### config.mk
export PLATFORM = sky130hd
export DESIGN_NAME = etb_ctrl
export DESIGN_NICKNAME = d
export VERILOG_FILES = /design/src/hw/rtl/etb_pkg.sv /design/src/hw/rtl/etb_ctrl.sv
export SDC_FILE = /design/constraint.sdc
export NUM_CORES = 1
export LEC_CHECK = 0
export ABC_AREA = 0
export BUFFER_PORTS_ARGS = -buffer_cell sky130_fd_sc_hd__buf_4
export CORE_AREA = 2 2 39 41
export DETAILED_ROUTE_END_ITERATION = 6
export DIE_AREA = 0 0 41 43
export PLACE_DENSITY = 0.65
export SETUP_SLACK_MARGIN = 0.5
export SLEW_MARGIN = 20
export SYNTH_ARGS = -nofsm -noshare
export SYNTH_HDL_FRONTEND = slang
export SYNTH_SLANG_ARGS = --single-unit
### constraint.sdc
create_clock -name clk_i -period 1.3 [get_ports clk_i]
set_clock_uncertainty 0.2 [all_clocks]
set_input_delay 0.065 -clock clk_i [delete_from_list [all_inputs] [get_ports clk_i]]
set_output_delay 0.065 -clock clk_i [all_outputs]
set_load 0.05 [all_outputs]
### src/hw/rtl/etb_pkg.sv
// Shared types, codes and constants for the elimination tree builder.
// Used by every file under hw/rtl but etb_ram; depends on nothing.
package etb_pkg;

  // Default store depths, handed to the top level as parameter defaults
  localparam int unsigned MAX_NODES_DEF = 1024;
  localparam int unsigned MAX_ROWS_DEF  = 1024;

  // Fixed field widths of the channels and registers
  localparam int unsigned CMD_W      = 2;
  localparam int unsigned IDX_W      = 10;
  localparam int unsigned CNT_W      = 11;
  localparam int unsigned MODE_W     = 2;
  localparam int unsigned CFG_IDX_W  = 2;
  localparam int unsigned CFG_DATA_W = 11;

  localparam logic [CNT_W-1:0] COUNT_RESET = 11'd1024;

  typedef enum logic [CMD_W-1:0] {
    CMD_START = 2'd0,
    CMD_ENTRY = 2'd1,
    CMD_READ  = 2'd2
  } cmd_e;

  typedef enum logic [MODE_W-1:0] {
    MODE_UNSYM      = 2'd0,
    MODE_SYM_UPPER  = 2'd1,
    MODE_SYM_LOWER  = 2'd2
  } mode_e;

  typedef enum logic [CFG_IDX_W-1:0] {
    REG_MATRIX_MODE  = 2'd0,
    REG_COLUMN_COUNT = 2'd1,
    REG_ROW_COUNT    = 2'd2
  } cfg_reg_e;

  typedef struct packed {
    logic [MODE_W-1:0] matrix_mode;
    logic [CNT_W-1:0]  column_count;
    logic [CNT_W-1:0]  row_count;
  } cfg_t;

  typedef enum logic [2:0] {
    ST_INIT,
    ST_IDLE,
    ST_CLEAR,
    ST_ROW,
    ST_WALK,
    ST_RESP
  } state_e;

  // Controller to datapath
  typedef struct packed {
    logic take;         // capture the item and issue the first reads
    logic clr_en;       // clear the sweep entry of every store deep enough for it
    logic row_we;       // record the column as the row's last column
    logic anc_rd_prev;  // start the climb at the row's previous column
    logic anc_we;       // point the current node's ancestor at the target
    logic par_we;       // set the current node's parent to the target
    logic anc_rd_up;    // step to the next ancestor
    logic out_load;     // load the result register
  } dp_cmd_t;

  // Datapath to controller
  typedef struct packed {
    cmd_e cmd;          // command of the item on the input channel
    logic sym_go;       // symmetric-upper entry that adds an edge
    logic uns_go;       // unsymmetric entry inside the matrix
    logic clr_last;     // last entry of the clearing sweep
    logic prev_lt;      // previous column of the row lies below the target
    logic hit;          // ancestor already equals the target
    logic up_none;      // ancestor chain ends here
  } dp_sts_t;

endpackage

### src/hw/rtl/etb_ctrl.sv
// Controller of the elimination tree builder: sequences clearing, row lookup,
// the ancestor climb and the result handshake. Depends on etb_pkg.
module etb_ctrl (
  input  logic             clk_i,
  input  logic             rst_ni,
  input  logic             in_valid_i,
  output logic             in_ready_o,
  output logic             out_valid_o,
  input  logic             out_ready_i,
  input  etb_pkg::dp_sts_t sts_i,
  output etb_pkg::dp_cmd_t cmd_o
);

  etb_pkg::state_e state_q, state_d;
  logic            out_valid_q, out_valid_d;
  logic            out_free;

  assign out_free = !out_valid_q || out_ready_i;

  // Next state
  always_comb begin
    state_d = state_q;
    unique case (state_q)
      etb_pkg::ST_INIT: begin
        if (sts_i.clr_last) begin
          state_d = etb_pkg::ST_IDLE;
        end
      end
      etb_pkg::ST_IDLE: begin
        if (in_valid_i) begin
          unique case (sts_i.cmd)
            etb_pkg::CMD_START: state_d = etb_pkg::ST_CLEAR;
            etb_pkg::CMD_ENTRY: begin
              priority if (sts_i.sym_go) begin
                state_d = etb_pkg::ST_WALK;
              end else if (sts_i.uns_go) begin
                state_d = etb_pkg::ST_ROW;
              end else begin
                state_d = etb_pkg::ST_RESP;
              end
            end
            default: state_d = etb_pkg::ST_RESP;
          endcase
        end
      end
      etb_pkg::ST_CLEAR: begin
        if (sts_i.clr_last) begin
          state_d = etb_pkg::ST_RESP;
        end
      end
      etb_pkg::ST_ROW: begin
        state_d = sts_i.prev_lt ? etb_pkg::ST_WALK : etb_pkg::ST_RESP;
      end
      etb_pkg::ST_WALK: begin
        if (sts_i.hit || sts_i.up_none) begin
          state_d = etb_pkg::ST_RESP;
        end
      end
      etb_pkg::ST_RESP: begin
        if (out_free) begin
          state_d = etb_pkg::ST_IDLE;
        end
      end
      default: state_d = etb_pkg::ST_INIT;
    endcase
  end

  // Outputs
  always_comb begin
    cmd_o      = '0;
    in_ready_o = 1'b0;
    unique case (state_q)
      etb_pkg::ST_INIT, etb_pkg::ST_CLEAR: begin
        cmd_o.clr_en = 1'b1;
      end
      etb_pkg::ST_IDLE: begin
        in_ready_o = 1'b1;
        cmd_o.take = in_valid_i;
      end
      etb_pkg::ST_ROW: begin
        cmd_o.row_we      = 1'b1;
        cmd_o.anc_rd_prev = sts_i.prev_lt;
      end
      etb_pkg::ST_WALK: begin
        if (!sts_i.hit) begin
          cmd_o.anc_we    = 1'b1;
          cmd_o.par_we    = sts_i.up_none;
          cmd_o.anc_rd_up = !sts_i.up_none;
        end
      end
      etb_pkg::ST_RESP: begin
        cmd_o.out_load = out_free;
      end
      default: ;
    endcase
  end

  always_comb begin
    priority if (cmd_o.out_load) begin
      out_valid_d = 1'b1;
    end else if (out_ready_i) begin
      out_valid_d = 1'b0;
    end else begin
      out_valid_d = out_valid_q;
    end
  end

  always_ff @(posedge clk_i or negedge rst_ni) begin
    if (!rst_ni) begin
      state_q     <= etb_pkg::ST_INIT;
      out_valid_q <= 1'b0;
    end else begin
      state_q     <= state_d;
      out_valid_q <= out_valid_d;
    end
  end

  assign out_valid_o = out_valid_q;

`ifndef SYNTHESIS
  // One item in flight: a taken item closes the input until its result is loaded
  assert property (@(posedge clk_i) disable iff (!rst_ni)
    (in_valid_i && in_ready_o) |=> !in_ready_o)
    else $error("second item taken while one is in flight");

  // Never overwrite a result that has not been taken
  assert property (@(posedge clk_i) disable iff (!rst_ni)
    cmd_o.out_load |-> (!out_valid_q || out_ready_i))
    else $error("result register overwritten");
`endif

endmodule

* After elaboration in Yosys (flattened, before gate mapping)
Index checks and enable logic that the tools add are counted.
** Storage, ports and cells
- Bits in registers :: 4
- Memories :: 0
- Bits in read-only memories :: 0
- Bits in writable memories :: 0
- Bits of input ports :: 12
- Word-level logic and storage cells :: 41
- Bits in latches :: 0
- Output and inout port bits :: 10
** Cells by class
- Equal/unequal tests :: 11
- Multiply operators :: 0
- Divide/modulo/power cells :: 0
- Add/subtract/negate cells :: 0
- $lt $le $gt $ge :: 0
- Shift-type cells :: 0
- Muxes and demuxes :: 19
- Reductions and logical operators :: 9
- Bitwise gates (word level) :: 0
** Operator list (count)
- 3-bit 2-to-1 mux :: 9
- 3-bit case mux with 6 select lines :: 1
- 2-bit inequality test (second input constant) :: 5
- 1-bit 2-to-1 mux :: 7
- 3-bit by 2-bit equality test with 1-bit output (second input constant) :: 2
- 3-bit equality test (second input constant) :: 2
- 3-bit case mux with 2 select lines :: 1
- 5-bit AND reduction :: 1
- 3-bit by 1-bit equality test with 1-bit output (second input constant) :: 1
- 3-bit zero test :: 1
- 2-bit by 1-bit equality test with 1-bit output (second input constant) :: 1
- 1-bit zero test :: 2
- 2-bit zero test :: 1
- 1-bit logical OR :: 2
- 2-bit 2-to-1 mux :: 1
- 2-bit nonzero test :: 1
- 2-bit OR reduction :: 1

* Depth between registers and ports, before layout
Gate-level depths: netlist of the first run.
- Word-level depth :: 5
- Mapped depth :: 5

* Least setup slack after synthesis of the first run
Ideal clock, no wire load.
- Path type :: register to output
- From :: register state_q[1]
- To :: output port cmd_o[1] in the netlist's numbering
- Arrival time :: 3.163 ns
- Stages on the path, launching flop included :: 4
- Slack :: -2.128 ns
- Buffers on the path :: 1
- Path through :: dfrtp_1 buf_2 nor4b_1 nor2b_1
** RTL lines
- start, declared :: line etb_ctrl.sv:14 : etb_pkg::state_e state_q, state_d;
- start signal, assigned :: line etb_ctrl.sv:110 : state_q <= etb_pkg::ST_INIT;
- start signal, assigned :: line etb_ctrl.sv:113 : state_q <= state_d;
- end, declared :: line etb_ctrl.sv:11 : output etb_pkg::dp_cmd_t cmd_o

==> results of run 1 <==
flip-flops by register name (all words and copies together), names as in the netlist:
register	count
state_q	3
out_valid_o	1
per-layer routing:
layer / wire length [µm] / GRT usage, %
met1: 430 / 16.3
met2: 588 / 18.4
met3: 89 / 1.57
met4: 20 / 10.0
met5: 0 / 0
Yosys cell counts:
cell type / instances / area [µm²]
and3_1: 2 / 12.5
a21o_1: 1 / 7.51
nor2b_4: 2 / 27.5
and2_1: 3 / 18.8
nor2_1: 6 / 22.5
o31ai_1: 1 / 7.51
nor3b_1: 1 / 7.51
a221o_1: 1 / 10.0
nand2b_1: 2 / 12.5
nor4b_1: 1 / 8.76
a32oi_1: 1 / 8.76
nor3_1: 1 / 5.00
a22oi_1: 1 / 7.51
nor2b_1: 3 / 18.8
a21oi_1: 3 / 15.0
buf_2: 2 / 10.0
dfrtp_1: 4 / 100
buf_4: 1 / 7.51
o21ai_0: 1 / 5.00
nand2_1: 4 / 15.0
power by group:
group	internal (W)	switching, W
clock network	0.000116	0.0000648
logic	0.000800	0.000733
registers	0.000185	0.0000782
metrics by stage:
step / power (W) / setup slack (ns) / TNS [ns] / instances / hold slack [ns]
after global placement: 0.00132 / -0.154 / -0.696 / 82 / -0.335
after floorplan: 0.00100 / -0.612 / -1.84 / 41 / -0.431
final: 0.00198 / -0.309 / -2.53 / 94 / -0.0851
after CTS: 0.00177 / -0.302 / -2.49 / 91 / -0.0976
after global routing: 0.00205 / -0.355 / -2.91 / 94 / -0.0685
after detailed placement: 0.00133 / -0.188 / -0.852 / 82 / -0.336
cells by family after synthesis:
logic type,count (synthesis),share of synthesized area [%]
DFF,4,30.5
and+or+nand+nor,25,45.4
buffers and inverters,3,5.34
AOI/OAI and AO/OA,9,18.7
final cells by class:
type                       count  area, µm²
fill                         112        558
clock buffer                   4       26.3
sequential                     4        105
tap                           16       20.0
timing repair buffer          36        375
multi-input combinational     34        299
worst max-delay path, cell delays in order, from the launching register on:
cell	delay [ns]
dfrtp_2	0.40
nor2b_4	0.16
nor2b_4	0.16
buf_6	0.10
and2_4	0.13
buf_8	0.13
worst max-delay path by stage:
stage               depth (start not counted)  startpoint  slack, ns    endpoint
finish                                      5  state_q[0]      -0.31    cmd_o[7]
global route                                3  state_q[0]      -0.36    cmd_o[2]
CTS                                         5  state_q[0]      -0.30    cmd_o[7]
detailed placement                          4  state_q[0]      -0.19  state_q[0]
global placement                            4  state_q[0]      -0.15  state_q[0]
floorplan                                   3  state_q[1]      -0.61    cmd_o[1]
timing repair:
| action | 4_1_cts | 5_1_grt |
|---|---|---|
| pin swaps | 5 | 3 |
| buffers inserted | 4 | 3 |
| endpoints found under the hold margin | 8 | 8 |
| gates resized for setup | 23 | 16 |
| gates cloned | 0 | 0 |
| endpoints found under the setup margin | 14 | 14 |
==> out/qor.csv, run 1 <==
stage;metric;value;unit
timing;fin_crit_sh;124;%
timing;rsz0062_at_grt;true;
hold_path;hold_end;state_q[2];
placed_design;dp_hpwl;737;µm
clock_network;tritoncts;yes;
detailed_routing;drtPass1Iterations;4;
clock_network;cts_hold_buf;1;
critical_path;critical_path_class;reg2out;
critical_path;r2r_start;state_q[1];
detailed_routing;vias;449;
detailed_routing;drt_iter0_drc;8;
finish;final_area;826;µm²
placed_design;port_buffers;21;
timing;worstMarginPinSlew;0.235;ns
status;violations;negative hold slack, negative setup slack;
clock_network;clk_latency;0.25;ns
floorplan;dieArea;1760;µm²
power_and_ir_drop;p_leak;0.385;nW
synth;syn_inst;41;
finish;layout-drive-gt1-share;75.6;%
synth;ys.warnings.count;0;
detailed_routing;ant_nets;0;
detailed_routing;post_drt_wl_per_cell;12.0;µm
floorplan;rows;14;
detailed_routing;via_per_inst;4.78;
clock_network;cts_root_buf;clkbuf_4;
synth;syn_nets;53;
clock_network;clock_sinks;4;
status;status;complete, but fails checks;
critical_path;end_kind;output pin;
hold_path;min_path_cells;3;
grt;grt_pass1_vias;352;
finish;synthToLayoutAreaGrowth;152;%
clock_network;cts_made_buffers;3;
floorplan;initial_core_util;23.7;%
power_and_ir_drop;ir_drop;0.00103;V
timing;holdWs;-0.0851;ns
detailed_routing;drt_wl_total;1.13;mm
timing;final_hold_viol_count;8;
timing;relSlewSlack;84.3;%
finish;utilization;59.7;%
hold_path;hold_path_class;in2reg;
finish;num_antenna_cells;0;
timing;setup_violations;12;
critical_path;rrSetupSlack;-0.19;ns
critical_path;crit_required;1.03;ns
finish;final_common_cell;buf_4;
critical_path;worst_r2r_endpoint;state_q[0];
grt;globalRouteTotalUtil;12.8;%
synth;netlist_area;328;µm²
timing;worst_slack;-0.309;ns
placed_design;dpl-instance-area;579;µm²
critical_path;crit_path_max_fanout;4;
synth;yosys_register_bits;4;
floorplan;die_width;41;µm
hold_path;min-delay-start;in_valid_i;
clock_network;cts.clk_slew.worst_paths;0.05;ns
power_and_ir_drop;power.density;2390;nW/µm²
synth;syn_avg_cell_area;8.00;µm²
critical_path;arrival;1.34;ns
floorplan;die_h;43;µm
grt;grt_first_pass_wirelength;1.48;mm
floorplan;io_pins;22;
synth;ys_seq_area_share;30.5;%
floorplan;core;1380;µm²
finish;mostFrequentLayoutCells;17 x buf_4, 10 x buf_6, 7 x buf_8;
synth;synth.distinct_cells;20;
grt;gr-total-overflow;0;
run;maxCapViolations;0;
clock_network;clk_path_buf_depth;2;
timing;final-max-slew-violation-count;0;
clock_network;ctsHtreeMaxLevel;1;
critical_path;reg2reg_depth;6;
timing;period_minus_slack;1.61;ns
timing;max_freq;0.622;GHz
detailed_routing;drc_errors;0;
placed_design;routabilityCongestion;0.745;
finish;nNetsFinal;91;
critical_path;cp-start-kind;flop;
grt;antenna_found_initial;0;
grt;grt_max_degree;8;
Note: power is estimated with default switching activity, not from simulation.
==> run 2, diff against run 1 <==
--- a/config.mk
+++ b/config.mk
@@ -10,7 +10,7 @@
 export CORE_AREA = 2 2 39 41
 export DETAILED_ROUTE_END_ITERATION = 6
 export DIE_AREA = 0 0 41 43
-export PLACE_DENSITY = 0.65
+export PLACE_DENSITY = 0.63
 export SETUP_SLACK_MARGIN = 0.5
 export SLEW_MARGIN = 20
 export SYNTH_ARGS = -nofsm -noshare
==> constraint.sdc (replaced) <==
create_clock -name clk_i -period 1.5 [get_ports clk_i]
set_clock_uncertainty 0.2 [all_clocks]
set_input_delay 0.075 -clock clk_i [delete_from_list [all_inputs] [get_ports clk_i]]
set_output_delay 0.075 -clock clk_i [all_outputs]
set_load 0.05 [all_outputs]
==> run 2 against run 1 <==
  * The run still ends with negative hold slack, negative setup slack left
  * First-iteration DRC count shrank 63%
  * Clock-buffer cell count fell by 1
  * Power down 14%
  * Cell area fell by 1.2%
  * Final cell count up 2.1%
  * Critical endpoint is now cmd_o[2]
==> out/qor.csv, run 2 (synthesis gave the netlist of run 1 again) <==
stage;metric;value;unit;change
placed_design;dpl-instance-area;564;µm²;-2.6%
critical_path;cp_slowest_cell;dfrtp_2;;
power_and_ir_drop;internal_power;0.000947;W;-14%
placed_design;place_inst;80;;-2.4%
timing;holdWs;-0.0628;ns;+0.0224 ns
clock_network;clk_latency;0.23;ns;-0.02 ns
detailed_routing;post_drt_wl_per_cell;13.2;µm;+10%
finish;instances_no_fill;96;;+2.1%
clock_network;cts.clk_slew.worst_paths;0.04;ns;about the same
finish;final_area;816;µm²;-1.2%
hold_path;hold_end;out_valid_o;;
floorplan;rows;14;;unchanged
critical_path;reg2reg_depth;4;;-2
power_and_ir_drop;swShare;44.0;%;-0.34 points
floorplan;core;1380;µm²;unchanged
hold_path;min-delay-start;out_ready_i;;
floorplan;die_width;41;µm;unchanged
timing;max_freq;0.615;GHz;
power_and_ir_drop;share_comb_of_total_power;78.7;%;+1.2 points
critical_path;crit_required;1.22;ns;+0.19 ns
grt;globalRouteTotalUtil;13.2;%;+0.39 points
clock_network;cts_hold_buf;2;;+1
timing;final-max-slew-violation-count;0;;unchanged
critical_path;r2r_start;state_q[0];;
critical_path;cp.buffers_inverters;1;;-1
timing;fin_crit_sh;108;%;
grt;grt_pass1_vias;410;;+16%
grt;grt_first_pass_wirelength;1.60;mm;+7.9%
timing;relSlewSlack;81.7;%;-2.6 points
clock_network;tritoncts;yes;;
timing;period_minus_slack;1.63;ns;
critical_path;crit_family;simple AND/OR/NAND/NOR gates;;
power_and_ir_drop;p_clk_share;7.8;%;-1.3 points
finish;nNetsFinal;94;;+3.3%
power_and_ir_drop;power.switching;0.000743;W;-15%
critical_path;rrSetupSlack;-0.01;ns;+0.18 ns
placed_design;dp_hpwl;703;µm;-4.7%
critical_path;cp-start-kind;flop;;
critical_path;arrival;1.35;ns;about the same
detailed_routing;drtPass1Iterations;4;;unchanged
grt;antenna_found_initial;0;;unchanged
timing;final_hold_viol_count;7;;-1
floorplan;dieArea;1760;µm²;unchanged
placed_design;routabilityCongestion;0.737;;-0.97%
timing;worst_slack;-0.126;ns;+0.183 ns
detailed_routing;drt_iter0_drc;3;;-5
run;maxCapViolations;0;;unchanged
clock_network;clk_path_buf_depth;2;;unchanged
timing;setup_violations;8;;-4
placed_design;place_ws;-0.0246;ns;+0.164 ns
critical_path;slowest_delay;0.43;ns;+0.03 ns
clock_network;cts_root_buf;clkbuf_4;;
clock_network;clock_sinks;4;;unchanged
critical_path;crit_chain;nor4b_4, and2_2, buf_6;;
critical_path;critical_path_class;reg2out;;
detailed_routing;ant_nets;0;;unchanged
power_and_ir_drop;p_leak;0.395;nW;+2.6%
grt;gr-total-overflow;0;;unchanged
detailed_routing;drt_wl_total;1.27;mm;+13%
grt;grt_max_degree;7;;-1
finish;utilization;59.0;%;-0.72 points
status;status;complete, but fails checks;;
critical_path;crit_path_max_fanout;4;;unchanged
status;violations;negative hold slack, negative setup slack;;
power_and_ir_drop;seqPwrFrac;13.6;%;+0.3 points
power_and_ir_drop;power.density;2070;nW/µm²;-13%
clock_network;cts_made_buffers;3;;unchanged
detailed_routing;via_per_inst;4.75;;-0.56%
floorplan;io_pins;22;;unchanged
placed_design;port_buffers;21;;unchanged
finish;synthToLayoutAreaGrowth;149;%;
finish;mostFrequentLayoutCells;19 x buf_4, 11 x buf_6, 7 x buf_8;;
finish;layout-drive-gt1-share;71.3;%;-4.4 points
hold_path;min_path_cells;3;;unchanged
timing;rsz0062_at_grt;true;;
critical_path;end_kind;output pin;;
power_and_ir_drop;ir_drop;0.000665;V;-35%
finish;num_antenna_cells;0;;unchanged
finish;final_common_cell;buf_4;;
floorplan;die_h;43;µm;unchanged
critical_path;worst_r2r_endpoint;state_q[0];;
detailed_routing;drc_errors;0;;unchanged
clock_network;ctsHtreeMaxLevel;1;;unchanged
finish;regMostFlops;state_q;;
hold_path;hold_path_class;in2reg;;
detailed_routing;vias;456;;+1.6%
floorplan;initial_core_util;23.7;%;unchanged
timing;worstMarginPinSlew;0.274;ns;+0.0384 ns
finish;largest_reg_flops;3;;unchanged
==> run 2: worst reg2reg max path, cell delays in order (launching register included) <==
cell and delay, ns:
dfrtp_2 0.43, nor2b_4 0.15, nor2b_4 0.14, a221o_1 0.31, a22oi_1 0.19
==> run 2: what timing repair did <==
item,4_1_cts,5_1_grt
endpoints found under the hold margin,8,7
pin swaps,5,3
setup endpoints to repair,14,14
buffers inserted,6,5
resized for setup,26,9
==> run 2: cell type report <==
| cell class | count | area, µm² |
|---|---|---|
| repair buffers | 39 | 392 |
| multi-input cells | 34 | 277 |
| flip-flops and latches | 4 | 105 |
| clock buffers | 3 | 22.5 |
| well taps | 16 | 20.0 |
| fillers | 117 | 568 |
==> run 2: power by group through the flow <==
stage | registers (W) | clock network (W) | logic (W)
3_5_place_dp | 0.000224 | 0 | 0.000885
2_1_floorplan | 0.000264 | 0 | 0.000604
6_report | 0.000229 | 0.000131 | 0.00133
4_1_cts | 0.000223 | 0.000135 | 0.00116
5_1_grt | 0.000234 | 0.000140 | 0.00139
3_3_place_gp | 0.000224 | 0 | 0.000880
==> run 2: worst max-delay path by stage <==
stage	from	to	slack, ns	cells past startpoint
after detailed placement	state_q[0]	state_q[0]	-0.02	4
after floorplan	state_q[1]	cmd_o[1]	-0.42	3
after global routing	state_q[0]	cmd_o[2]	-0.17	3
after CTS	state_q[0]	cmd_o[0]	-0.09	4
after global placement	state_q[1]	cmd_o[1]	0.01	3
final	state_q[0]	cmd_o[2]	-0.13	3
==> run 2: per-stage QoR <==
| stage | total power (W) | TNS, ns |
|---|---|---|
| 2_1_floorplan | 0.000868 | -0.926 |
| 3_3_place_gp | 0.00110 | 0 |
| 3_5_place_dp | 0.00111 | -0.0246 |
| 4_1_cts | 0.00152 | -0.374 |
| 5_1_grt | 0.00176 | -0.877 |
| 6_report | 0.00169 | -0.561 |
==> run 2: layer usage <==
layer  vias up  part of all wire [%]  track usage [%]
met5         -                     0                0
met4         0                   1.2             6.00
met2        16                    52             21.9
met1       215                    43             15.0
met3         2                   3.7             3.14
li1        223                     -                -
==> run 3, diff against run 2 <==
--- a/config.mk
+++ b/config.mk
@@ -11,6 +11,7 @@
 export DETAILED_ROUTE_END_ITERATION = 6
 export DIE_AREA = 0 0 41 43
 export PLACE_DENSITY = 0.63
+export RECOVER_POWER = 50
 export SETUP_SLACK_MARGIN = 0.5
 export SLEW_MARGIN = 20
 export SYNTH_ARGS = -nofsm -noshare
==> run 3 against run 2 <==
  * The run still ends with negative hold slack, negative setup slack left
  * First-iteration DRC count unchanged
  * Final cell count stayed put
  * Die area did not move
  * Critical path depth is the same
  * Sequential power about the same
  * Hold slack unchanged
  * Register-to-register slack about the same
  * Sequential share of layout area grew 0.060 points
  * Wire length is essentially flat
  * Clock power about the same
  * Global-route usage is the same
  * Cell area fell by 0.46%
==> out/qor.csv, run 3 (synthesis gave the netlist of run 1 again) <==
stage;metric;value;unit;change
status;status;complete, but fails checks;;
status;violations;negative hold slack, negative setup slack;;
power_and_ir_drop;power.switching;0.000743;W;about the same
power_and_ir_drop;share_comb_of_total_power;78.7;%;about the same
floorplan;io_pins;22;;unchanged
critical_path;cp.buffers_inverters;1;;unchanged
critical_path;cp_slowest_cell;dfrtp_2;;
power_and_ir_drop;ir_drop;0.000665;V;about the same
finish;nNetsFinal;94;;unchanged
clock_network;cts_hold_buf;2;;unchanged
detailed_routing;drtPass1Iterations;4;;unchanged
hold_path;hold_path_class;in2reg;;
placed_design;dpl-instance-area;564;µm²;unchanged
clock_network;clk_path_buf_depth;2;;unchanged
power_and_ir_drop;internal_power;0.000945;W;-0.12%
critical_path;critical_path_class;reg2out;;
critical_path;r2r_start;state_q[0];;
detailed_routing;post_drt_wl_per_cell;13.2;µm;about the same
power_and_ir_drop;p_clk_share;7.8;%;about the same
floorplan;die_width;41;µm;unchanged
finish;num_antenna_cells;0;;unchanged
clock_network;clk_latency;0.23;ns;about the same
hold_path;min_path_cells;3;;unchanged
detailed_routing;routed-wl-met3;47;µm;unchanged
power_and_ir_drop;power.density;2080;nW/µm²;+0.41%
timing;final-max-slew-violation-count;0;;unchanged
detailed_routing;wl_met2;666;µm;+0.15%
detailed_routing;drt_wl_total;1.27;mm;about the same
clock_network;cts.clk_slew.worst_paths;0.04;ns;about the same
clock_network;cts_root_buf;clkbuf_4;;
grt;grt_max_degree;7;;unchanged
finish;final_common_cell;buf_4;;
clock_network;cts_made_buffers;3;;unchanged
timing;relSlewSlack;81.7;%;unchanged
finish;largest_reg_flops;3;;unchanged
finish;mostFrequentLayoutCells;18 x buf_4, 11 x buf_6, 7 x buf_8;;
timing;worstMarginPinSlew;0.274;ns;unchanged
hold_path;min-delay-start;out_ready_i;;
clock_network;clock_sinks;4;;unchanged
critical_path;worst_r2r_endpoint;state_q[0];;
timing;worst_slack;-0.126;ns;unchanged
timing;fin_crit_sh;108;%;unchanged
critical_path;end_kind;output pin;;
detailed_routing;routed.top_layer;met4;;
grt;antenna_found_initial;0;;unchanged
grt;globalRouteTotalUtil;13.2;%;unchanged
timing;period_minus_slack;1.63;ns;unchanged
timing;setup_violations;8;;unchanged
critical_path;slowest_delay;0.43;ns;about the same
floorplan;initial_core_util;23.7;%;unchanged
critical_path;reg2reg_depth;4;;unchanged
critical_path;crit_chain;nor4b_4, and2_2, buf_6;;
timing;final_hold_viol_count;3;;-4
placed_design;port_buffers;21;;unchanged
critical_path;rrSetupSlack;-0.01;ns;about the same
finish;synthToLayoutAreaGrowth;148;%;
critical_path;crit_required;1.22;ns;about the same
detailed_routing;drc_errors;0;;unchanged
detailed_routing;ant_nets;0;;unchanged
timing;holdWs;-0.0628;ns;unchanged
clock_network;tritoncts;yes;;
timing;rsz0062_at_grt;true;;
detailed_routing;vias;454;;-0.44%
timing;fin_tns_setup;-0.562;ns;-0.000621 ns
finish;regMostFlops;state_q;;
hold_path;hold_end;out_valid_o;;
placed_design;dp_hpwl;703;µm;unchanged
finish;utilization;58.7;%;-0.27 points
detailed_routing;wl_met1;539;µm;-0.19%
finish;final_area;812;µm²;-0.46%
critical_path;cp-start-kind;flop;;
floorplan;rows;14;;unchanged
floorplan;dieArea;1760;µm²;unchanged
finish;layout-drive-gt1-share;70.0;%;-1.3 points
placed_design;routabilityCongestion;0.737;;unchanged
critical_path;arrival;1.35;ns;about the same
timing;max_freq;0.615;GHz;unchanged
run;maxCapViolations;0;;unchanged
grt;grt_first_pass_wirelength;1.60;mm;unchanged
grt;grt_pass1_vias;410;;unchanged
power_and_ir_drop;seqPwrFrac;13.6;%;about the same
finish;fill_cells;118;;+0.85%
power_and_ir_drop;swShare;44.0;%;about the same
grt;gr-total-overflow;0;;unchanged
detailed_routing;via_per_inst;4.73;;-0.44%
power_and_ir_drop;p_leak;0.391;nW;-0.92%
floorplan;core;1380;µm²;unchanged
critical_path;crit_path_max_fanout;4;;unchanged
clock_network;ctsHtreeMaxLevel;1;;unchanged
detailed_routing;drt_iter0_drc;3;;unchanged
floorplan;die_h;43;µm;unchanged
critical_path;crit_family;simple AND/OR/NAND/NOR gates;;
-- run 3: changes by cell type in the layout (fill, tap and decap cells not counted) --
cell / delta
buf_4: -1
clkbuf_1: +1
-- run 3: final cells by class --
type,instances,area (µm²),share of cell area (%)
Clock buffer,3,22.5,2.77
Timing Repair Buffer,39,388,47.8
Multi-Input combinational cell,34,277,34.1
Tap cell,16,20.0,2.47
Sequential cell,4,105,12.9
-- run 3: how the worst max path moves through the flow --
stage / startpoint / end / slack (ns) / depth (start not counted)
6_report: state_q[0] / cmd_o[2] / -0.13 / 3
3_5_place_dp: state_q[0] / state_q[0] / -0.02 / 4
2_1_floorplan: state_q[1] / cmd_o[1] / -0.42 / 3
5_1_grt: state_q[0] / cmd_o[2] / -0.17 / 3
4_1_cts: state_q[0] / cmd_o[0] / -0.09 / 4
3_3_place_gp: state_q[1] / cmd_o[1] / 0.01 / 3
-- run 3: power groups by stage --
stage / sequential (W) / clock, W / combinational [W]
after floorplan: 0.000264 / 0 / 0.000604
after global placement: 0.000224 / 0 / 0.000880
after detailed placement: 0.000224 / 0 / 0.000885
after CTS: 0.000223 / 0.000135 / 0.00116
after global routing: 0.000234 / 0.000140 / 0.00139
final: 0.000229 / 0.000131 / 0.00133
-- run 3: worst reg2reg max path, delay by kind of cell (launching register included) --
family             cells  cell delay (ns)
DFF                    1             0.43
and+or+nand+nor        2             0.29
AOI/OAI and AO/OA      2             0.50
-- run 3: per-layer routing --
layer	vias to the layer above	track usage [%]
met5	-	0
met4	0	6.00
met3	2	3.14
met2	16	21.9
met1	214	15.0
li1	222	-
-- run 3: metrics by stage --
stage	hold slack, ns	power (W)	std cells	worst slack (ns)
after floorplan	-0.421	0.000868	41	-0.422
after global placement	-0.326	0.00110	80	0.0110
after detailed placement	-0.328	0.00111	80	-0.0246
after CTS	-0.0684	0.00152	91	-0.0902
after global routing	-0.0485	0.00176	96	-0.173
final	-0.0628	0.00169	96	-0.126
-- run 3: what timing repair did --
item | 4_1_cts | 5_1_grt
buffers inserted | 6 | 5
pin swaps | 5 | 3
endpoints found under the hold margin | 8 | 7
resized for setup | 26 | 9
setup endpoints to repair | 14 | 14
